<file path="config.mk">
export PLATFORM = sky130hd
export DESIGN_NAME = yac_ctrl
export DESIGN_NICKNAME = d
export VERILOG_FILES = /design/src/assert_macros.svh /design/src/yac_pkg.sv /design/src/yac_ctrl.sv
export SDC_FILE = /design/constraint.sdc
export NUM_CORES = 1
export LEC_CHECK = 0
export BUFFER_PORTS_ARGS = -buffer_cell sky130_fd_sc_hd__buf_2
export CORE_AREA = 8 8 45 47
export DETAILED_ROUTE_END_ITERATION = 12
export DIE_AREA = 0 0 53 55
export PLACE_DENSITY_LB_ADDON = 0.25
export SLEW_MARGIN = 20
export SYNTH_ARGS = -nofsm -noshare
export SYNTH_HDL_FRONTEND = slang
export SYNTH_SLANG_ARGS = --single-unit
</file>
<file path="constraint.sdc">
create_clock -name clk -period 1.6 [get_ports clk]
set_clock_uncertainty 0.15 [all_clocks]
set_input_delay 0.24 -clock clk [delete_from_list [all_inputs] [get_ports clk]]
set_output_delay 0.24 -clock clk [all_outputs]
set_load 0.005 [all_outputs]
</file>
<file path="src/assert_macros.svh">
// Assertion macros shared by the compositor RTL.
`ifndef ASSERT_MACROS_SVH
`define ASSERT_MACROS_SVH

// Same-cycle implication, sampled on the rising clock edge, off during reset.
`define YAC_ASSERT_NOW(label, ante, cons, msg) \
	label: assert property (@(posedge clk) disable iff (!arst_n) (ante) |-> (cons)) \
		else $error(msg);

// Next-cycle implication, sampled on the rising clock edge, off during reset.
`define YAC_ASSERT_NEXT(label, ante, cons, msg) \
	label: assert property (@(posedge clk) disable iff (!arst_n) (ante) |=> (cons)) \
		else $error(msg);

`endif

</file>
<file path="src/yac_pkg.sv">
// Shared types, constants and control structs of the YUV420 canvas compositor.
`default_nettype none

package yac_pkg;

	// Canvas store dimensions.
	localparam int MAX_CANVAS_WIDTH  = 512;
	localparam int MAX_CANVAS_HEIGHT = 512;
	localparam int CHROMA_WIDTH      = MAX_CANVAS_WIDTH / 2;
	localparam int CHROMA_HEIGHT     = MAX_CANVAS_HEIGHT / 2;

	localparam int LX_W = $clog2(MAX_CANVAS_WIDTH);
	localparam int LY_W = $clog2(MAX_CANVAS_HEIGHT);
	localparam int CX_W = $clog2(CHROMA_WIDTH);
	localparam int CY_W = $clog2(CHROMA_HEIGHT);

	localparam int LUMA_DEPTH   = MAX_CANVAS_WIDTH * MAX_CANVAS_HEIGHT;
	localparam int CHROMA_DEPTH = CHROMA_WIDTH * CHROMA_HEIGHT;
	localparam int LUMA_AW      = $clog2(LUMA_DEPTH);
	localparam int CHROMA_AW    = $clog2(CHROMA_DEPTH);

	// Widths able to hold a canvas extent itself (0 .. maximum).
	localparam int CW_LIM_W = $clog2(MAX_CANVAS_WIDTH + 1);
	localparam int CH_LIM_W = $clog2(MAX_CANVAS_HEIGHT + 1);
	localparam int AX_W     = (CW_LIM_W > CH_LIM_W) ? CW_LIM_W : CH_LIM_W;

	// Item and register field widths.
	localparam int CMD_W      = 2;
	localparam int PLANE_W    = 2;
	localparam int COORD_W    = 12;
	localparam int SAMPLE_W   = 8;
	localparam int CFG_IDX_W  = 3;
	localparam int CFG_DATA_W = 13;
	localparam int CLIP_W     = 16;
	localparam int SUM_W      = 14;

	localparam logic [SAMPLE_W-1:0] LUMA_RESET   = 8'h00;
	localparam logic [SAMPLE_W-1:0] LUMA_FILL    = 8'h55;
	localparam logic [SAMPLE_W-1:0] CHROMA_FILL  = 8'h80;
	localparam logic [SAMPLE_W-1:0] ALPHA_OPAQUE = 8'd255;
	localparam logic [SAMPLE_W-1:0] ALPHA_CLEAR  = 8'd0;

	typedef enum logic [CMD_W-1:0] {
		CMD_BLEND = 2'd0,
		CMD_READ  = 2'd1,
		CMD_CLEAR = 2'd2
	} cmd_t;

	typedef enum logic [PLANE_W-1:0] {
		PLANE_Y  = 2'd0,
		PLANE_CB = 2'd1,
		PLANE_CR = 2'd2
	} plane_t;

	typedef enum logic [CFG_IDX_W-1:0] {
		REG_CANVAS_WIDTH  = 3'd0,
		REG_CANVAS_HEIGHT = 3'd1,
		REG_SRC_WIDTH     = 3'd2,
		REG_SRC_HEIGHT    = 3'd3,
		REG_POS_X         = 3'd4,
		REG_POS_Y         = 3'd5,
		REG_ALPHA         = 3'd6
	} reg_idx_t;

	typedef struct packed {
		logic [9:0]         canvas_width;
		logic [9:0]         canvas_height;
		logic [11:0]        src_width;
		logic [11:0]        src_height;
		logic signed [12:0] pos_x;
		logic signed [12:0] pos_y;
		logic [7:0]         alpha;
	} cfg_t;

	// Commands from the controller to the datapath.
	typedef struct packed {
		logic load_item;
		logic sweep_start;
		logic sweep;
		logic lookup;
		logic update;
		logic load_out;
	} dp_cmd_t;

	// Status from the datapath to the controller.
	typedef struct packed {
		logic sweep_last;
		logic out_busy;
	} dp_status_t;

endpackage

`default_nettype wire

</file>
<file path="src/yac_ctrl.sv">
// Controller state machine: sequences lookup, fetch, update or result, and sweeps.
`default_nettype none

module yac_ctrl (
	input  logic                        clk,
	input  logic                        arst_n,
	input  logic                        req_valid,
	input  logic [yac_pkg::CMD_W-1:0]   req_cmd,
	output logic                        req_ready,
	input  yac_pkg::dp_status_t         status,
	output yac_pkg::dp_cmd_t            ctl
);
	import yac_pkg::*;

	typedef enum logic [2:0] {
		ST_SWEEP,
		ST_IDLE,
		ST_LOOKUP,
		ST_FETCH,
		ST_UPDATE,
		ST_RESULT
	} state_t;

	state_t           state_q;
	logic [CMD_W-1:0] item_cmd_q;
	logic             accept;

	assign req_ready = (state_q == ST_IDLE);
	assign accept    = req_valid && req_ready;

	always_comb begin
		ctl             = '0;
		ctl.load_item   = accept;
		ctl.sweep_start = accept && (req_cmd == CMD_CLEAR);
		ctl.sweep       = (state_q == ST_SWEEP);
		ctl.lookup      = (state_q == ST_LOOKUP);
		ctl.update      = (state_q == ST_UPDATE);
		ctl.load_out    = (state_q == ST_RESULT) && !status.out_busy;
	end

	// Out of reset the machine sweeps the whole store to its reset contents.
	always_ff @(posedge clk or negedge arst_n) begin
		if (!arst_n) begin
			state_q    <= ST_SWEEP;
			item_cmd_q <= CMD_BLEND;
		end else begin
			case (state_q)
				ST_SWEEP: begin
					if (status.sweep_last) state_q <= ST_IDLE;
				end
				ST_IDLE: begin
					if (accept) begin
						item_cmd_q <= req_cmd;
						case (req_cmd)
							CMD_BLEND, CMD_READ: state_q <= ST_LOOKUP;
							CMD_CLEAR:           state_q <= ST_SWEEP;
							default:             state_q <= ST_IDLE;
						endcase
					end
				end
				ST_LOOKUP: state_q <= ST_FETCH;
				ST_FETCH: begin
					state_q <= (item_cmd_q == CMD_READ) ? ST_RESULT : ST_UPDATE;
				end
				ST_UPDATE: state_q <= ST_IDLE;
				ST_RESULT: begin
					if (!status.out_busy) state_q <= ST_IDLE;
				end
				default: state_q <= ST_IDLE;
			endcase
		end
	end

endmodule

`default_nettype wire

</file>
### After elaboration in Yosys (flattened, before gate mapping)

Cells that the tools add are included.

| word-level totals | value |
|---|---|
| register bits | 5 |
| latch bits | 0 |
| bits in writable memories | 0 |
| bits in read-only memories | 0 |
| input bits | 7 |
| memories | 0 |

| operators by class | value |
|---|---|
| add/sub/neg operators | 0 |
| $mul | 0 |
| divide/modulo/power cells | 0 |
| order comparisons | 0 |
| equal/unequal tests | 11 |
| shift operators | 0 |
| mux-type cells | 6 |
| bitwise operators | 0 |
| reduce and logical (&&, ||, !) cells | 9 |

Operator list:

| kind | number |
|---|---|
| $pmux 3 s5 | 1 |
| $mux 3 | 3 |
| $eq 3x2->1 const B | 2 |
| $eq 3x3->1 const B | 2 |
| $eq 2x1->1 const B | 2 |
| $ne 2x2->1 const B | 2 |
| $pmux 2 s2 | 1 |
| $eq 3x1->1 const B | 1 |
| $logic_and 1x1->1 | 3 |
| $logic_not 3->1 | 1 |
| $reduce_and 3->1 | 1 |
| $eq 2x2->1 const B | 1 |
| $logic_not 2->1 | 1 |
| $ne 2x1->1 const B | 1 |
| $reduce_and 2->1 | 1 |
| $reduce_or 2->1 | 1 |
| $logic_not 1->1 | 1 |
| $mux 1 | 1 |

### Longest topological paths before layout

Gate-level depths: netlist of run 1.

| depth | value |
|---|---|
| word-level depth | 5 |
| depth in mapped cells | 5 |

### Worst setup path after synthesis of run 1

No wires, ideal clock.

| path | value |
|---|---|
| path kind | reg2reg |
| start | register state_q[2] |
| end | register state_q[1] |
| library setup time | 119 ps |
| arrival time | 1,141 ps |
| data required time | 1,331 ps |
| slack | 190 ps |
| cell stages (with the launch flop) | 5 |
| cells stage by stage | dfrtp_1 -> buf_6 -> o21ba_1 -> a311o_1 -> o21a_1 |

| between the ends | value |
|---|---|
| word-level cells in the longest chain between the ends | 4 |
| elaborated cells on any way between the ends | 11 |
| those cells by class | eq/ne (7); mux (1); reduce/logical (3) |

RTL lines:

| element | RTL line | RTL |
|---|---|---|
| start: declaration | yac_ctrl.sv:24 | `state_t state_q;` |
| start signal: assignment | yac_ctrl.sv:63 | `state_q <= (item_cmd_q == CMD_READ) ? ST_RESULT : ST_UPDATE;` |
| $eq 3x1->1 | yac_ctrl.sv:28, yac_ctrl.sv:47 |  |
| $logic_and 1x1->1 | yac_ctrl.sv:29 | `assign accept = req_valid && req_ready;` |
| $ne 2x1->1 (no source line) | - |  |
| $reduce_and 3->1 (no source line) | - |  |

Several ways; a longest one is shown, not always the timed one.
A chain may end at the register's enable or synchronous reset.

==> flow_summary.toml, run 1 <==
[outcome]
status = "finished with violations"
violations = "negative setup slack"

[critical_path]
rr_startpoint = "state_q[1]"
required_ns = 1.21
cp_data_arrival_time_ns = 1.25
critical_path.endpoint_type = "output pin"
start_kind = "register"
rr_worst_depth = 5
r2r-end = "item_cmd_q[0]"
r2r_slack_ns = 0.05
startpoint = "state_q[1]"
crit_type = "reg -> out"
cp_max_fo = 8

[sta]
worstMarginPinSlew_ns = 0.300
hold_viol_final = 0
slew_violations = 0
setup_ws_ns = -0.0436
timing.hold.ws_ns = 0.120
rsz0062_at_grt = "yes"
tns_ns = -0.103
period_share = 1.03
fin_crit_ns = 1.64
setup_violations = 3
timing.fmax_mhz = 608
max-slew-margin-rel = 0.798

[drt]
drt_iter0_markers = 4
wl_per_cell_um = 13.0
met2RoutedLength_um = 405
wl_met1_um = 412
drtPass1Iterations = 4
routed_wl_um = 911
ant_nets = 0
topRoutingLayerUsed = "met4"
drc = 0
met3_length_um = 74
vias = 324
viasPerCell = 4.63

[cts]
clock-root-buffer = "clkbuf_4"
clk_path_buf_depth = 2
h-tree-depth = 1
clock-sinks = 5
insertion_delay_ns = 0.24
cts_made_buffers = 3
cts_tree = "done"
cts.clk_slew.worst_paths_ns = 0.05

[power_and_ir_drop]
p_leak_nw = 0.252
p_int_w = 0.000693
vdd_ir_drop_max_v = 0.000771
pwr-share-clk = 0.141
p_comb_frac = 0.620
power_switching_w = 0.000363
switching_share = 0.344
sequentialPowerShare = 0.239
power_density_mw_per_mm2 = 2000

[floorplan]
dieHeight_um = 55
core_sq_mm = 0.00138
rows = 14
ios = 14
start_util = 0.259
die_w_um = 53
die-area_sq_mm = 0.00292

[final_layout]
drive_above_1_share = 0.630
fillers = 153
antenna_cells = 0
finalInstanceArea_sq_um = 528
nets = 62
area.growth.synth_to_final_pct = 47.0
final_cells = 70

[synth]
yosys_warnings = 0
syn_nets = 40
netlist_instances = 33
syn_area_sq_um = 359
synthArstFlopShare = 1.00
yosys.area.top_type = "dfrtp_1"
synth.area.top_cells = "dfrtp_1 35%, mux2_4 8.4%, nand3b_1 6.3%"
yosysMostFrequentCell = "dfrtp_1"
yosysUniqueCellTypes = 23
ys.flop_type = "dfrtp_1"
synth.top_cell.area_share = 0.348
yosysSeqAreaShare = 0.348
ys_seq_elements = 5
postSynthAreaPerCell_sq_um = 10.9
synth_edf_count = 0
synth_common_cells = "5 x dfrtp_1, 3 x nand3b_1, 3 x nor3b_1"

[global_routing]
first_global_vias = 361
grt_max_degree = 10
grt_overflow_total = 0
grt_antenna_before_repair = 0
grt_usage = 0.0768
grt_pass1_wl_um = 1550

[placement]
place_inst = 62
port_buffers = 13
placed_cell_area_sq_um = 443
dp_hpwl_um = 678
place_congestion = 0.749

[min_path]
holdPathEnd = "state_q[0]"
hp-class = "in -> reg"
holdPathStages = 3
min-delay-start = "status[1]"

[run]
max_cap_viol_count = 0
through the flow:
stage / worst slack (ns) / util / power, W
after global routing: -0.110 / 0.382 / 0.00115
after CTS: -0.0495 / 0.374 / 0.00104
after global placement: 0.0838 / 0.320 / 0.000809
final: -0.0436 / 0.382 / 0.00106
after floorplan: 0.190 / - / 0.000653
after detailed placement: 0.0773 / 0.320 / 0.000806
flip-flops by register name (all words and copies together), names as in the netlist:
name and flops:
item_cmd_q 2, state_q 3
how the worst max path moves through the flow:
| stage | cells past startpoint | to |
|---|---|---|
| 3_5_place_dp | 4 | ctl[4] |
| 3_3_place_gp | 4 | ctl[4] |
| 4_1_cts | 5 | ctl[5] |
| 2_1_floorplan | 4 | state_q[1] |
| 5_1_grt | 3 | ctl[0] |
| 6_report | 3 | ctl[0] |
logic make-up (layout without fill, tap and decap cells):
logic type	Yosys count	count (layout)	share of synthesized area
simple gates	16	16	0.348
compound gates	5	5	0.122
flops	5	5	0.348
buf+inv	5	26	0.0975
mux	2	2	0.0836
timing repair:
item                       in CTS  in global routing
setup buffers                   3                  0
pin swaps                       4                  0
hold endpoints to repair        5                  0
gates resized for setup         5                  3
hold buffers                    1                  0
setup endpoints to repair       5                  6
worst max-delay path, cell delays in order, from the launching register on:
cell and delay (ns):
dfrtp_2 0.44, buf_4 0.17, nor4bb_1 0.25, buf_2 0.16
cells in the final DEF, fill, tap and decap left out, types with 2 or more instances in the layout:
cell	n
buf_2	12
buf_6	3
buf_4	5
mux2_4	2
nand3b_1	3
dfrtp_2	2
nor3b_2	2
dfrtp_1	3
clkbuf_4	3
per-layer routing:
metal,GRT usage,vias up
met5,0,-
met4,0.0517,0
met3,0.0508,2
met2,0.113,12
met1,0.0782,151
li1,-,159
final cells by class:
class	count	area, sq um	share of cell area
Clock buffer	4	26.3	0.0498
Multi-Input combinational cell	23	209	0.396
Sequential cell	5	128	0.242
Inverter	1	3.75	0.00711
Timing Repair Buffer	21	141	0.268
Tap cell	16	20.0	0.0379
power groups by stage:
stage	registers, W	clock network (W)	logic, W
4_1_cts	0.000253	0.000155	0.000633
5_1_grt	0.000258	0.000172	0.000720
3_3_place_gp	0.000264	0	0.000545
2_1_floorplan	0.000226	0	0.000426
6_report	0.000252	0.000149	0.000654
3_5_place_dp	0.000260	0	0.000545
(Power assumes the default switching activity.)
==> run 2, diff against run 1 <==
- CORE_AREA: 8 8 45 47 -> 5 5 42 44
- DIE_AREA: 0 0 53 55 -> 0 0 47 49
==> run 2 against run 1 <==
The flow still finishes with violations (negative setup slack). Maximum frequency decreased by 0.23%. Critical path depth up 1. Non-clock buffer count grew 1. Cell count is 1.4% higher. Sequential power fell by 3%. Final area up 2.4%. Largest power group unchanged. Critical path type unchanged. Flip-flop and latch count unchanged. Combinational power up 5.7%. Core utilization is 0.42 points higher.
==> flow_summary.toml, run 2 (synthesis gave the netlist of run 1 again) <==
[outcome]
status = "finished with violations"
violations = "negative setup slack"

[min_path]
hp-class = "in -> reg"

[floorplan]
dieHeight_um = 49
start_util = 0.256
core_sq_mm = 0.00140
die-area_sq_mm = 0.00230
ios = 14
die_w_um = 47
rows = 14

[power_and_ir_drop]
p_leak_nw = 0.259
vdd_ir_drop_max_v = 0.000688
power_density_mw_per_mm2 = 1990
p_total_w = 0.00108

[critical_path]
rr_worst_depth = 5
cp_data_arrival_time_ns = 1.26
required_ns = 1.21
r2r-end = "item_cmd_q[1]"
start_kind = "register"
cp_max_fo = 3
startpoint = "state_q[1]"
crit_path_max_incr_delay_ns = 0.41
r2r_slack_ns = 0.03
crit_slowest_cell = "dfrtp_1"
rr_startpoint = "state_q[1]"
cp-endpoint = "ctl[4]"
critical_path.endpoint_type = "output pin"
crit_type = "reg -> out"
cp_cell_sequence = "nor3b_4 -> nand2_2 -> nor3b_2 -> buf_2"

[drt]
vias = 326
drc = 0
routed_wl_um = 816
viasPerCell = 4.59
drt_iter0_markers = 2
drtPass1Iterations = 2
wl_per_cell_um = 11.5
ant_nets = 0

[final_layout]
layout_common_cells = "12 x buf_2, 5 x buf_4, 4 x dfrtp_1, 4 x buf_6"
reg_top3 = "state_q (3), item_cmd_q (2)"
largest_register_ffs = 3
final_util = 0.386
nets = 63
antenna_cells = 0
final_common_cell = "buf_2"
top_register = "state_q"
area.growth.synth_to_final_pct = 50.5
drive_above_1_share = 0.618

[run]
max_cap_viol_count = 0

[sta]
setup_ws_ns = -0.0473
slew_violations = 0
fin_crit_ns = 1.65
hold_viol_final = 0
period_share = 1.03
rsz0062_at_grt = "yes"
timing.hold.ws_ns = 0.120
max-slew-margin-rel = 0.794
worstMarginPinSlew_ns = 0.306
setup_violations = 3
timing.fmax_mhz = 607

[global_routing]
grt_overflow_total = 0
grt_usage = 0.0652
first_global_vias = 278
grt_antenna_before_repair = 0
grt_max_degree = 11
grt_pass1_wl_um = 1080

[placement]
place_congestion = 0.678
port_buffers = 13
dp_hpwl_um = 593

[cts]
cts.clk_slew.worst_paths_ns = 0.04
clk_path_buf_depth = 2
clock-root-buffer = "clkbuf_4"
cts_made_buffers = 3
cts_tree = "done"
insertion_delay_ns = 0.24
clock-sinks = 5
h-tree-depth = 1
==> run 2: worst min-delay path by stage <==
stage,cells past startpoint,end,slack (ns),start
finish,3,state_q[0],0.12,status[1]
global route,2,item_cmd_q[1],0.14,req_cmd[1]
CTS,3,state_q[0],0.11,status[1]
detailed placement,1,item_cmd_q[0],-0.09,arst_n
global placement,1,item_cmd_q[0],-0.09,arst_n
floorplan,0,item_cmd_q[0],-0.21,arst_n
==> run 2: where the power goes <==
| part | leakage [nW] | internal [W] | total [W] | switching, W |
|---|---|---|---|---|
| logic | 0.185 | 0.000421 | 0.000691 | 0.000270 |
| registers | 0.0595 | 0.000192 | 0.000245 | 0.0000522 |
| clock network | 0.0150 | 0.0000939 | 0.000140 | 0.0000458 |
| total | 0.259 | 0.000707 | 0.00108 | 0.000368 |
==> run 2: metrics by stage <==
stage | std cells | TNS, ns | setup WS, ns | area [sq um]
2_1_floorplan | 33 | 0 | 0.190 | 359
3_3_place_gp | 61 | 0 | 0.103 | 435
3_5_place_dp | 61 | 0 | 0.0975 | 435
4_1_cts | 67 | -0.217 | -0.0850 | 488
5_1_grt | 71 | -0.380 | -0.119 | 541
6_report | 71 | -0.105 | -0.0473 | 541
==> run 2: area by class of cell <==
cell class	instances	area (sq um)
fill	148	861
multi-input combinational	23	209
tap	16	20.0
sequential	5	126
clock buffer	4	26.3
timing repair buffer	22	153
inverter	1	6.26
==> run 2: timing repair <==
item / CTS / global route
hold endpoints to repair: 5 / 0
hold buffers: 1 / 0
gates resized for setup: 3 / 6
pin swaps: 3 / 4
setup endpoints to repair: 3 / 4
buffers inserted: 1 / 4
==> run 2: layer usage <==
metal,vias up,wire length (um),track usage
li1,161,-,-
met1,159,355,0.0694
met2,6,414,0.104
met3,0,45,0.0443
met4,0,0,0.0138
met5,-,0,0
==> run 2: critical path: cells and delay by family (launching register included) <==
kind,cells,cell delay [ns]
buffers and inverters,1,0.13
flip-flops,1,0.41
AND/OR/NAND/NOR,3,0.48
