[config.mk]
export PLATFORM = sky130hd
export DESIGN_NAME = yac_cfg
export DESIGN_NICKNAME = d
export VERILOG_FILES = /design/src/assert_macros.svh /design/src/yac_pkg.sv /design/src/yac_cfg.sv
export SDC_FILE = /design/constraint.sdc
export NUM_CORES = 1
export LEC_CHECK = 0
export BUFFER_PORTS_ARGS = -buffer_cell sky130_fd_sc_hd__buf_2
export CAP_MARGIN = 25
export CELL_PAD_IN_SITES_DETAIL_PLACEMENT = 2
export CELL_PAD_IN_SITES_GLOBAL_PLACEMENT = 2
export CORE_UTILIZATION = 32
export DETAILED_ROUTE_END_ITERATION = 12
export GPL_TIMING_DRIVEN = 0
export HOLD_SLACK_MARGIN = 0.12
export PLACE_DENSITY_LB_ADDON = 0.1
export SYNTH_ARGS = -nofsm -noshare
export SYNTH_HDL_FRONTEND = slang
export SYNTH_SLANG_ARGS = --single-unit
[constraint.sdc]
create_clock -name clk -period 0.8 [get_ports clk]
set_input_delay 0.04 -clock clk [delete_from_list [all_inputs] [get_ports clk]]
set_output_delay 0.04 -clock clk [all_outputs]
set_load 0.05 [all_outputs]
[src/assert_macros.svh]
// Assertion macros shared by the compositor RTL.
`ifndef ASSERT_MACROS_SVH
`define ASSERT_MACROS_SVH

// Same-cycle implication, sampled on the rising clock edge, off during reset.
`define YAC_ASSERT_NOW(label, ante, cons, msg) \
	label: assert property (@(posedge clk) disable iff (!arst_n) (ante) |-> (cons)) \
		else $error(msg);

// Next-cycle implication, sampled on the rising clock edge, off during reset.
`define YAC_ASSERT_NEXT(label, ante, cons, msg) \
	label: assert property (@(posedge clk) disable iff (!arst_n) (ante) |=> (cons)) \
		else $error(msg);

`endif

[src/yac_pkg.sv]
// Shared types, constants and control structs of the YUV420 canvas compositor.
`default_nettype none

package yac_pkg;

	// Canvas store dimensions.
	localparam int MAX_CANVAS_WIDTH  = 512;
	localparam int MAX_CANVAS_HEIGHT = 512;
	localparam int CHROMA_WIDTH      = MAX_CANVAS_WIDTH / 2;
	localparam int CHROMA_HEIGHT     = MAX_CANVAS_HEIGHT / 2;

	localparam int LX_W = $clog2(MAX_CANVAS_WIDTH);
	localparam int LY_W = $clog2(MAX_CANVAS_HEIGHT);
	localparam int CX_W = $clog2(CHROMA_WIDTH);
	localparam int CY_W = $clog2(CHROMA_HEIGHT);

	localparam int LUMA_DEPTH   = MAX_CANVAS_WIDTH * MAX_CANVAS_HEIGHT;
	localparam int CHROMA_DEPTH = CHROMA_WIDTH * CHROMA_HEIGHT;
	localparam int LUMA_AW      = $clog2(LUMA_DEPTH);
	localparam int CHROMA_AW    = $clog2(CHROMA_DEPTH);

	// Widths able to hold a canvas extent itself (0 .. maximum).
	localparam int CW_LIM_W = $clog2(MAX_CANVAS_WIDTH + 1);
	localparam int CH_LIM_W = $clog2(MAX_CANVAS_HEIGHT + 1);
	localparam int AX_W     = (CW_LIM_W > CH_LIM_W) ? CW_LIM_W : CH_LIM_W;

	// Item and register field widths.
	localparam int CMD_W      = 2;
	localparam int PLANE_W    = 2;
	localparam int COORD_W    = 12;
	localparam int SAMPLE_W   = 8;
	localparam int CFG_IDX_W  = 3;
	localparam int CFG_DATA_W = 13;
	localparam int CLIP_W     = 16;
	localparam int SUM_W      = 14;

	localparam logic [SAMPLE_W-1:0] LUMA_RESET   = 8'h00;
	localparam logic [SAMPLE_W-1:0] LUMA_FILL    = 8'h55;
	localparam logic [SAMPLE_W-1:0] CHROMA_FILL  = 8'h80;
	localparam logic [SAMPLE_W-1:0] ALPHA_OPAQUE = 8'd255;
	localparam logic [SAMPLE_W-1:0] ALPHA_CLEAR  = 8'd0;

	typedef enum logic [CMD_W-1:0] {
		CMD_BLEND = 2'd0,
		CMD_READ  = 2'd1,
		CMD_CLEAR = 2'd2
	} cmd_t;

	typedef enum logic [PLANE_W-1:0] {
		PLANE_Y  = 2'd0,
		PLANE_CB = 2'd1,
		PLANE_CR = 2'd2
	} plane_t;

	typedef enum logic [CFG_IDX_W-1:0] {
		REG_CANVAS_WIDTH  = 3'd0,
		REG_CANVAS_HEIGHT = 3'd1,
		REG_SRC_WIDTH     = 3'd2,
		REG_SRC_HEIGHT    = 3'd3,
		REG_POS_X         = 3'd4,
		REG_POS_Y         = 3'd5,
		REG_ALPHA         = 3'd6
	} reg_idx_t;

	typedef struct packed {
		logic [9:0]         canvas_width;
		logic [9:0]         canvas_height;
		logic [11:0]        src_width;
		logic [11:0]        src_height;
		logic signed [12:0] pos_x;
		logic signed [12:0] pos_y;
		logic [7:0]         alpha;
	} cfg_t;

	// Commands from the controller to the datapath.
	typedef struct packed {
		logic load_item;
		logic sweep_start;
		logic sweep;
		logic lookup;
		logic update;
		logic load_out;
	} dp_cmd_t;

	// Status from the datapath to the controller.
	typedef struct packed {
		logic sweep_last;
		logic out_busy;
	} dp_status_t;

endpackage

`default_nettype wire

[src/yac_cfg.sv]
// Configuration register file of the compositor.
`default_nettype none

module yac_cfg (
	input  logic                             clk,
	input  logic                             arst_n,
	input  logic                             cfg_we,
	input  logic [yac_pkg::CFG_IDX_W-1:0]    cfg_index,
	input  logic [yac_pkg::CFG_DATA_W-1:0]   cfg_wdata,
	output yac_pkg::cfg_t                    cfg
);
	import yac_pkg::*;

	cfg_t regs_q;

	assign cfg = regs_q;

	always_ff @(posedge clk or negedge arst_n) begin
		if (!arst_n) begin
			regs_q.canvas_width  <= 10'd512;
			regs_q.canvas_height <= 10'd512;
			regs_q.src_width     <= '0;
			regs_q.src_height    <= '0;
			regs_q.pos_x         <= '0;
			regs_q.pos_y         <= '0;
			regs_q.alpha         <= ALPHA_OPAQUE;
		end else if (cfg_we) begin
			case (cfg_index)
				REG_CANVAS_WIDTH:  regs_q.canvas_width  <= cfg_wdata[9:0];
				REG_CANVAS_HEIGHT: regs_q.canvas_height <= cfg_wdata[9:0];
				REG_SRC_WIDTH:     regs_q.src_width     <= cfg_wdata[11:0];
				REG_SRC_HEIGHT:    regs_q.src_height    <= cfg_wdata[11:0];
				REG_POS_X:         regs_q.pos_x         <= $signed(cfg_wdata[12:0]);
				REG_POS_Y:         regs_q.pos_y         <= $signed(cfg_wdata[12:0]);
				REG_ALPHA:         regs_q.alpha         <= cfg_wdata[7:0];
				default: begin
				end
			endcase
		end
	end

endmodule

`default_nettype wire

Yosys cells after proc, flatten, opt, wreduce, memory -nomap -nowiden
Index checks and enable logic that the tools add are counted.
- equality and inequality tests: 6
- reduce and logical (&&, ||, !) cells: 8
- operator list (kind ; count):
    $reduce_and 2->1 ; 7
    $eq 3x3->1 const B ; 3
    $eq 3x2->1 const B ; 2
    $eq 3x1->1 const B ; 1
    $logic_not 3->1 ; 1
- logic and storage cells: 21
- output and inout bits: 78
- register bits after elaboration: 78

Logic depth before layout (Yosys ltp)
Gate-level depths: netlist (run 1).
- word-level depth: 2
- gate-level depth with buffers: 3
- depth with buffers taken out: 2

Worst setup path after synthesis (run 1)
OpenSTA, ideal clock, no wires.
- kind: register -> register
- from: register, netlist name cfg[23]
- to: register regs_q, in the netlist cfg[23]
- data arrival time: 869 ps
- cell stages (with the launch flop): 2
- setup slack: -194 ps
- setup time: 125 ps
- cell sequence: dfrtp_1 > mux2_4
- RTL lines (what ; line ; RTL):
    end: declaration ; yac_cfg.sv:14 ; cfg_t regs_q;

Worst setup path in the final report (run 1)
- from: register regs_q, in the netlist cfg[0]
- to: output port cfg[0] (netlist bit)
- RTL lines (what ; line ; RTL):
    end: declaration ; yac_cfg.sv:10 ; output yac_pkg::cfg_t cfg
No word-level cell between the ends.

==> results of run 1 <==
-- worst paths after layout --
path	from	to	slack, ps	cells past startpoint
worst max-delay path	cfg[0]	cfg[0]	-320	1
worst max register to register	cfg[22]	cfg[22]	-130	2
worst min register to register	cfg[42]	cfg[42]	540	1
min in group clk	cfg_index[2]	cfg[9]	130	3
max in group asynchronous	arst_n	cfg[2]	490	2
worst min-delay path	arst_n	cfg[38]	-360	1
-- power by group --
group	internal [mW]	switching [mW]
combinational	3.49	4.22
clock	2.08	1.53
sequential	5.04	0.776
total	10.6	6.53
-- synthesized netlist by cell type --
master and instances:
mux2_2 57, nand4b_1 1, mux2_4 21, and4bb_1 1
buf_4 3, buf_6 3, nand4b_2 2, dfrtp_1 68
dfstp_2 10, and4bb_4 2, nor4b_2 1
-- stage by stage --
step,utilization,cell area [um2]
after floorplan,-,3340
after global placement,0.429,3980
after detailed placement,0.431,4000
after CTS,0.566,5260
after global routing,0.577,5360
final,0.577,5360
-- routing by layer --
metal  part of all wire  global-route usage  wire length, um  up-vias
li1                   -                   -                -      910
met1               0.43               0.252             4080     1080
met2               0.52               0.334             4950       57
met3              0.042              0.0564              400       10
met4              0.013              0.0468              124        0
met5                  0                   0                0        -
-- area by class of cell --
type | count | area, um2 | share of cell area
buffer | 5 | 65.1 | 0.0121
clock buffer | 10 | 128 | 0.0238
clock inverter | 6 | 109 | 0.0203
multi-input combinational | 85 | 1240 | 0.232
sequential | 78 | 2050 | 0.382
tap | 129 | 161 | 0.0301
timing repair buffer | 145 | 1610 | 0.299
-- kinds of logic after synthesis --
group,count (synthesis),share of synthesized area
DFF,78,0.638
buffers and inverters,6,0.0183
muxes,78,0.311
and+or+nand+nor,7,0.0321
-- what timing repair did --
| action | 4_1_cts | 5_1_grt |
|---|---|---|
| hold endpoints to repair | 150 | 58 |
| gates cloned | 2 | 1 |
| pin swaps | 2 | 2 |
| gates resized for setup | 197 | 23 |
| buffers inserted | 27 | 6 |
| endpoints found under the setup margin | 122 | 135 |
==> impl_metrics.yaml, run 1 <==
pwr:
  power.total_mw: 17.1
  ir_drop_v: 0.00154
  p_leak_nw: 2.48
  power.density_mw_per_mm2: 3200
grt:
  grt_pass1_vias: 2366
  grt_pass1_wl_mm: 14.3
  grt-ovfl-total: 0
  grt_use_total: 0.198
  antenna_found_initial: 0
  grt_max_degree: 43
critical_path:
  cp-end-kind: "primary output"
  path_class: "flop to primary output"
  path_cells: "buf_8"
  cp_max_fo: 2
  max_stage_delay_ps: 560
  worstPathArrival_ps: 1080
  start_kind: "flop"
  critical-path-top-delay-family: "flip-flops"
  cp_data_required_time_ps: 760
  worst-path-buf-inv: 1
  cp_slowest_cell: "dfstp_2"
clocking:
  cts_root_buffer: "clkbuf_8"
  cts_tree: "built"
  clkLatencyLatePin_ps: 360
  cts_inserted_buffers: 9
  clockBufferDepth: 2
  h-tree-depth: 3
  clk_pin_slew_ps: 90
  cts_sinks: 78
  ctsHoldBuffers: 13
finish:
  layout_common_cells: "103 x buf_6, 68 x dfrtp_2, 64 x mux2_4, 14 x mux2_2"
  nets: 343
  largest_reg_flops: 78
  num_antenna_cells: 0
  mostFrequentLayoutCell: "buf_6"
  fillCellCount: 813
  finalNonFillerCells: 458
  drive_gt1_frac: 0.951
  area_growth_syn_to_layout_pct: 74.3
drt:
  dr.pass1.iters: 2
  wl_mm: 9.56
  antenna_left: 0
  post_drt_wl_per_cell_um: 20.9
  drt_iter0_drc: 30
  vias: 2057
  via_per_inst: 4.49
  route.detailed.drc: 0
worst_hold_path:
  worstHoldPathType: "input port to async pin"
timing:
  finalCritPeriodShare: 1.40
  fmax_mhz: 895
  whs_ps: -360
  slew-limit-headroom: 0.668
  tightest_slew_ps: 498
  rsz0062_at_grt: "yes"
  post-route-min-period_ps: 1120
  slew_violations: 0
  finalSetupTns_ps: -17500
  setup_viol_count_final: 111
  fin_ws_ps: -318
  skew_ps: 0
  finalHoldViolations: 36
place:
  dpl.cell_count: 395
  pre_cts_slack_ps: -451
  portBuffers: 96
  place.detailed.hpwl_mm: 5.22
  gp_congestion: 0.644
synth:
  synth.largest_area_cell: "dfrtp_1"
  synth_cell_types: 11
  synth-seq-cells: 78
  yosys_warnings: 0
  synth_area_leaders: "dfrtp_1 55%, mux2_2 21%, mux2_4 10%, dfstp_2 8.5%, buf_6 1.1%"
  yosysSeqAreaShare: 0.638
  synth_top_area_frac: 0.553
  avgSynthCellArea_um2: 18.2
  postSynthCellCount: 169
  synth_area_mm2: 0.00308
  syn-num-nets: 188
floorplan:
  std_cell_rows: 35
  initial_core_util: 0.331
  dieHeight_um: 100
  die_w_um: 100
  ioPinCount: 97
  die_area_mm2: 0.0100
  core_area_mm2: 0.00928
outcome:
  violations: "negative hold slack, negative setup slack"
  outcome: "complete, but fails checks"
flow_run:
  max_cap_violations: 0
Power figures use the tool's default switching activity.
==> inputs of run 2 (changes only) <==
--- a/config.mk
+++ b/config.mk
@@ -9,11 +9,13 @@
 export CAP_MARGIN = 25
 export CELL_PAD_IN_SITES_DETAIL_PLACEMENT = 2
 export CELL_PAD_IN_SITES_GLOBAL_PLACEMENT = 2
+export CORE_ASPECT_RATIO = 1.4
 export CORE_UTILIZATION = 32
 export DETAILED_ROUTE_END_ITERATION = 12
 export GPL_TIMING_DRIVEN = 0
 export HOLD_SLACK_MARGIN = 0.12
 export PLACE_DENSITY_LB_ADDON = 0.1
+export SETUP_SLACK_MARGIN = 0.4
 export SYNTH_ARGS = -nofsm -noshare
 export SYNTH_HDL_FRONTEND = slang
 export SYNTH_SLANG_ARGS = --single-unit
==> run 2 against run 1 <==
Against the previous run: the flow finishes with violations (design-rule violations, negative hold slack, negative setup slack); cell count shrank 4.6%; combinational power rose by 0.6%; non-clock buffer count fell by 2; worst hold slack got worse by 39 ps; clock power up 16%; register-to-register slack barely moved; maximum frequency up 0.88%; highest routed layer unchanged; sequential power about the same; setup slack gained 9.7 ps; wire length rose by 8.0%; clock skew did not move; core utilization increased by 1.2 points.
==> impl_metrics.yaml, run 2 (synthesis results as in run 1) <==
outcome:
  outcome: "complete, but fails checks"
  violations: "design-rule violations, negative hold slack, negative setup slack"
worst_hold_path:
  worstHoldPathType: "input port to async pin"
grt:
  grt-ovfl-total: 0
  antenna_found_initial: 0
  grt_use_total: 0.195
  grt_pass1_vias: 2322
  grt_max_degree: 41
  grt_pass1_wl_mm: 14.2
timing:
  post-route-min-period_ps: 1110
  fin_ws_ps: -308
  skew_ps: 0
  slew-limit-headroom: 0.742
  tightest_slew_ps: 385
  setup_viol_count_final: 142
  fmax_mhz: 902
  finalSetupTns_ps: -18870
  slew_violations: 0
  rsz0062_at_grt: "yes"
  finalHoldViolations: 79
  whs_ps: -399
  finalCritPeriodShare: 1.39
clocking:
  h-tree-depth: 3
  cts_sinks: 78
  clk_pin_slew_ps: 60
  cts_tree: "built"
  cts_inserted_buffers: 9
  cts_root_buffer: "clkbuf_16"
  clkLatencyLatePin_ps: 340
  clockBufferDepth: 2
pwr:
  ir_drop_v: 0.00138
  p_leak_nw: 2.59
  power.density_mw_per_mm2: 3210
  power.total_mw: 17.8
floorplan:
  ioPinCount: 97
  dieHeight_um: 118
  die_w_um: 84.9
  std_cell_rows: 42
  initial_core_util: 0.327
  core_area_mm2: 0.00941
  die_area_mm2: 0.0100
finish:
  layout_common_cells: "92 x buf_6, 73 x mux2_4, 68 x dfrtp_2, 20 x buf_8, 13 x buf_2"
  largest_reg_flops: 78
  mostFrequentLayoutCell: "buf_6"
  area_growth_syn_to_layout_pct: 80.3
  num_antenna_cells: 0
  drive_gt1_frac: 0.997
  nets: 341
critical_path:
  worstPathArrival_ps: 1070
  cp_slowest_cell: "dfstp_2"
  rr_startpoint: "cfg[5]"
  r2r_cells: 3
  path_cells: "buf_8"
  r2r_slack_ps: -140
  worst-path-buf-inv: 1
  cp_max_fo: 2
  r2r_end: "cfg[5]"
  cp_data_required_time_ps: 760
  cp-end-kind: "primary output"
  path_class: "flop to primary output"
  critical-path-top-delay-family: "flip-flops"
  start_kind: "flop"
  max_stage_delay_ps: 570
drt:
  drt_iter0_drc: 102
  via_per_inst: 4.81
  post_drt_wl_per_cell_um: 23.6
  route.detailed.drc: 7
  dr.pass1.iters: 8
  vias: 2103
  antenna_left: 0
  wl_mm: 10.3
place:
  pre_cts_slack_ps: -463
  gp_congestion: 0.652
  portBuffers: 96
  place.detailed.hpwl_mm: 5.23
flow_run:
  max_cap_violations: 0
run 2: cell count changes in the layout (fill, tap and decap cells not counted), sizes merged:
| cell | delta |
|---|---|
| buf | +10 |
| bufinv | -2 |
| clkbuf | +1 |
| clkinv | +2 |
| clkinvlp | +1 |
| dlygate4sd3 | -13 |
| inv | -1 |
run 2: layer usage:
metal  wire [um]  track usage
met2        5690        0.330
met5           0            0
met4         205       0.0636
met3         406       0.0491
met1        4020        0.243
run 2: what timing repair did:
item,CTS,global route
pin swaps,2,4
gates resized for setup,210,35
cloned,3,3
endpoints found under the hold margin,151,151
setup endpoints to repair,156,161
buffers inserted,22,17
run 2: how the worst max path moves through the flow:
stage            startpoint  endpoint  slack [ps]  depth (start not counted)
5_1_grt              cfg[0]    cfg[0]        -320                          1
4_1_cts              cfg[7]    cfg[7]        -310                          1
3_5_place_dp   cfg_index[0]    cfg[3]        -460                          3
2_1_floorplan  cfg_index[1]   cfg[23]        -160                          3
6_report             cfg[0]    cfg[0]        -310                          1
3_3_place_gp         arst_n   cfg[69]       -1090                          1
run 2: cell type report:
type | count | area (um2)
tap | 110 | 138
multi-input combinational | 85 | 1280
clock inverter | 6 | 61.3
fill | 759 | 3860
sequential | 78 | 2050
timing repair buffer | 142 | 1680
clock buffer | 10 | 239
buffer | 6 | 97.6
run 2: where the power goes:
part	switching, mW	internal [mW]	leakage (nW)
clock network	1.69	2.49	0.148
registers	0.794	5.05	0.847
logic	4.23	3.53	1.60
total	6.71	11.1	2.59
run 2: through the flow:
stage,instances,util,area (um2),hold WS [ps]
2_1_floorplan,169,-,3340,-256
3_3_place_gp,375,0.420,3960,285
3_5_place_dp,376,0.423,3980,53.2
4_1_cts,417,0.557,5240,-312
5_1_grt,437,0.590,5550,-385
6_report,437,0.590,5550,-399
==> inputs of run 3 (changes only) <==
--- a/config.mk
+++ b/config.mk
@@ -10,12 +10,13 @@
 export CELL_PAD_IN_SITES_DETAIL_PLACEMENT = 2
 export CELL_PAD_IN_SITES_GLOBAL_PLACEMENT = 2
 export CORE_ASPECT_RATIO = 1.4
-export CORE_UTILIZATION = 32
+export CORE_UTILIZATION = 35
 export DETAILED_ROUTE_END_ITERATION = 12
 export GPL_TIMING_DRIVEN = 0
 export HOLD_SLACK_MARGIN = 0.12
 export PLACE_DENSITY_LB_ADDON = 0.1
 export SETUP_SLACK_MARGIN = 0.4
+export SKIP_LAST_GASP = 1
 export SYNTH_ARGS = -nofsm -noshare
 export SYNTH_HDL_FRONTEND = slang
 export SYNTH_SLANG_ARGS = --single-unit
==> constraint.sdc (replaced) <==
create_clock -name clk -period 1.2 [get_ports clk]
set_input_delay 0.06 -clock clk [delete_from_list [all_inputs] [get_ports clk]]
set_output_delay 0.06 -clock clk [all_outputs]
set_load 0.05 [all_outputs]
==> run 3 against run 2 <==
Against the previous run: wire length rose by 33%; clock-buffer cell count rose by 2; critical path type unchanged; design area rose by 0.83%; clock skew did not move; worst hold slack gained 470 ps; clock power shrank 31%; total power fell by 31%; the run now ends clean; sequential share of layout area fell by 0.31 points; flip-flop and latch count did not move.
==> impl_metrics.yaml, run 3 (synthesis results as in run 1) <==
outcome:
  outcome: "finished clean"
grt:
  grt_pass1_vias: 2405
  grt_max_degree: 69
  antenna_found_initial: 0
  grt_pass1_wl_mm: 14.8
  grt-ovfl-total: 0
  grt_use_total: 0.230
timing:
  post-route-min-period_ps: 1140
  finalCritPeriodShare: 0.947
  whs_ps: 74.3
  rsz0062_at_grt: "yes"
  finalSetupTns_ps: 0
  skew_ps: 0
  fmax_mhz: 880
  finalHoldViolations: 0
  setup_viol_count_final: 0
  tightest_slew_ps: 315
  slew-limit-headroom: 0.790
  slew_violations: 0
floorplan:
  die_w_um: 81.2
  die_area_mm2: 0.00917
  initial_core_util: 0.360
  std_cell_rows: 40
  ioPinCount: 97
  core_area_mm2: 0.00856
  dieHeight_um: 113
critical_path:
  max_stage_delay_ps: 590
  cp_data_required_time_ps: 1140
  path_class: "flop to primary output"
  critical-path-top-delay-family: "flip-flops"
  worstPathArrival_ps: 1080
  cp-end-kind: "primary output"
  cp_slowest_cell: "dfstp_2"
  cp_max_fo: 2
  start_kind: "flop"
  worst-path-buf-inv: 1
  path_cells: "buf_8"
flow_run:
  max_cap_violations: 0
clocking:
  ctsHoldBuffers: 7
  cts_sinks: 78
  clk_pin_slew_ps: 60
  cts_tree: "built"
  cts_inserted_buffers: 9
  cts_root_buffer: "clkbuf_16"
  h-tree-depth: 3
  clockBufferDepth: 2
  clkLatencyLatePin_ps: 330
finish:
  num_antenna_cells: 0
  largest_reg_flops: 78
  layout_common_cells: "95 x buf_6, 74 x mux2_4, 68 x dfrtp_2, 17 x buf_8"
  mostFrequentLayoutCell: "buf_6"
  drive_gt1_frac: 0.972
  post-route-util: 0.654
  area_growth_syn_to_layout_pct: 81.8
  nets: 341
drt:
  antenna_left: 0
  post_drt_wl_per_cell_um: 31.7
  wl_mm: 13.7
  via_per_inst: 5.05
  route.detailed.drc: 0
  drt_iter0_drc: 90
  vias: 2181
  dr.pass1.iters: 6
place:
  place.detailed.hpwl_mm: 5.19
  portBuffers: 96
  gp_congestion: 0.670
worst_hold_path:
  worstHoldPathType: "input port to flop"
pwr:
  ir_drop_v: 0.00129
  power.density_mw_per_mm2: 2200
  p_leak_nw: 2.63
  power.total_mw: 12.3
[run 3: metal layers]
metal,share of wire,global-route usage,vias up
li1,-,-,909
met1,0.39,0.283,1159
met2,0.54,0.390,87
met3,0.036,0.0435,26
met4,0.035,0.0929,0
met5,0,0,-
[run 3: per-stage QoR]
step                      instances  setup WS [ps]  cell area [um2]
after floorplan                 169            218             3320
after global placement          370           -698             3930
after detailed placement        371          -84.2             3960
after CTS                       416           82.4             5240
after global routing            432           39.6             5590
final                           432           63.2             5590
[run 3: report_power, final]
part	internal, mW	switching (mW)
registers	3.37	0.640
clock network	1.72	1.16
logic	2.39	3.01
total	7.48	4.81
[run 3: worst paths after layout]
| kind | slack [ps] | depth (start not counted) | startpoint | endpoint |
|---|---|---|---|---|
| setup / recovery | 60 | 1 | cfg[2] | cfg[2] |
| hold / removal | 70 | 2 | cfg_wdata[1] | cfg[59] |
| setup reg to reg | 220 | 2 | cfg[11] | cfg[11] |
| hold reg to reg | 530 | 1 | cfg[69] | cfg[69] |
| max in group asynchronous | 420 | 3 | arst_n | cfg[77] |
| min in group asynchronous | 230 | 2 | arst_n | cfg[10] |
[run 3: timing repair]
item,in CTS,in global routing
setup buffers,19,15
pin swaps,3,3
setup endpoints to repair,135,210
gates resized for setup,202,53
endpoints found under the hold margin,146,48
gates cloned,3,1
[run 3: layout make-up]
| class | instances | area [um2] |
|---|---|---|
| sequential | 78 | 2050 |
| tap | 105 | 131 |
| multi-input combinational | 85 | 1280 |
| buffer | 6 | 88.8 |
| clock inverter | 4 | 45.0 |
| fill | 608 | 2970 |
| timing repair buffer | 142 | 1740 |
| clock buffer | 12 | 256 |
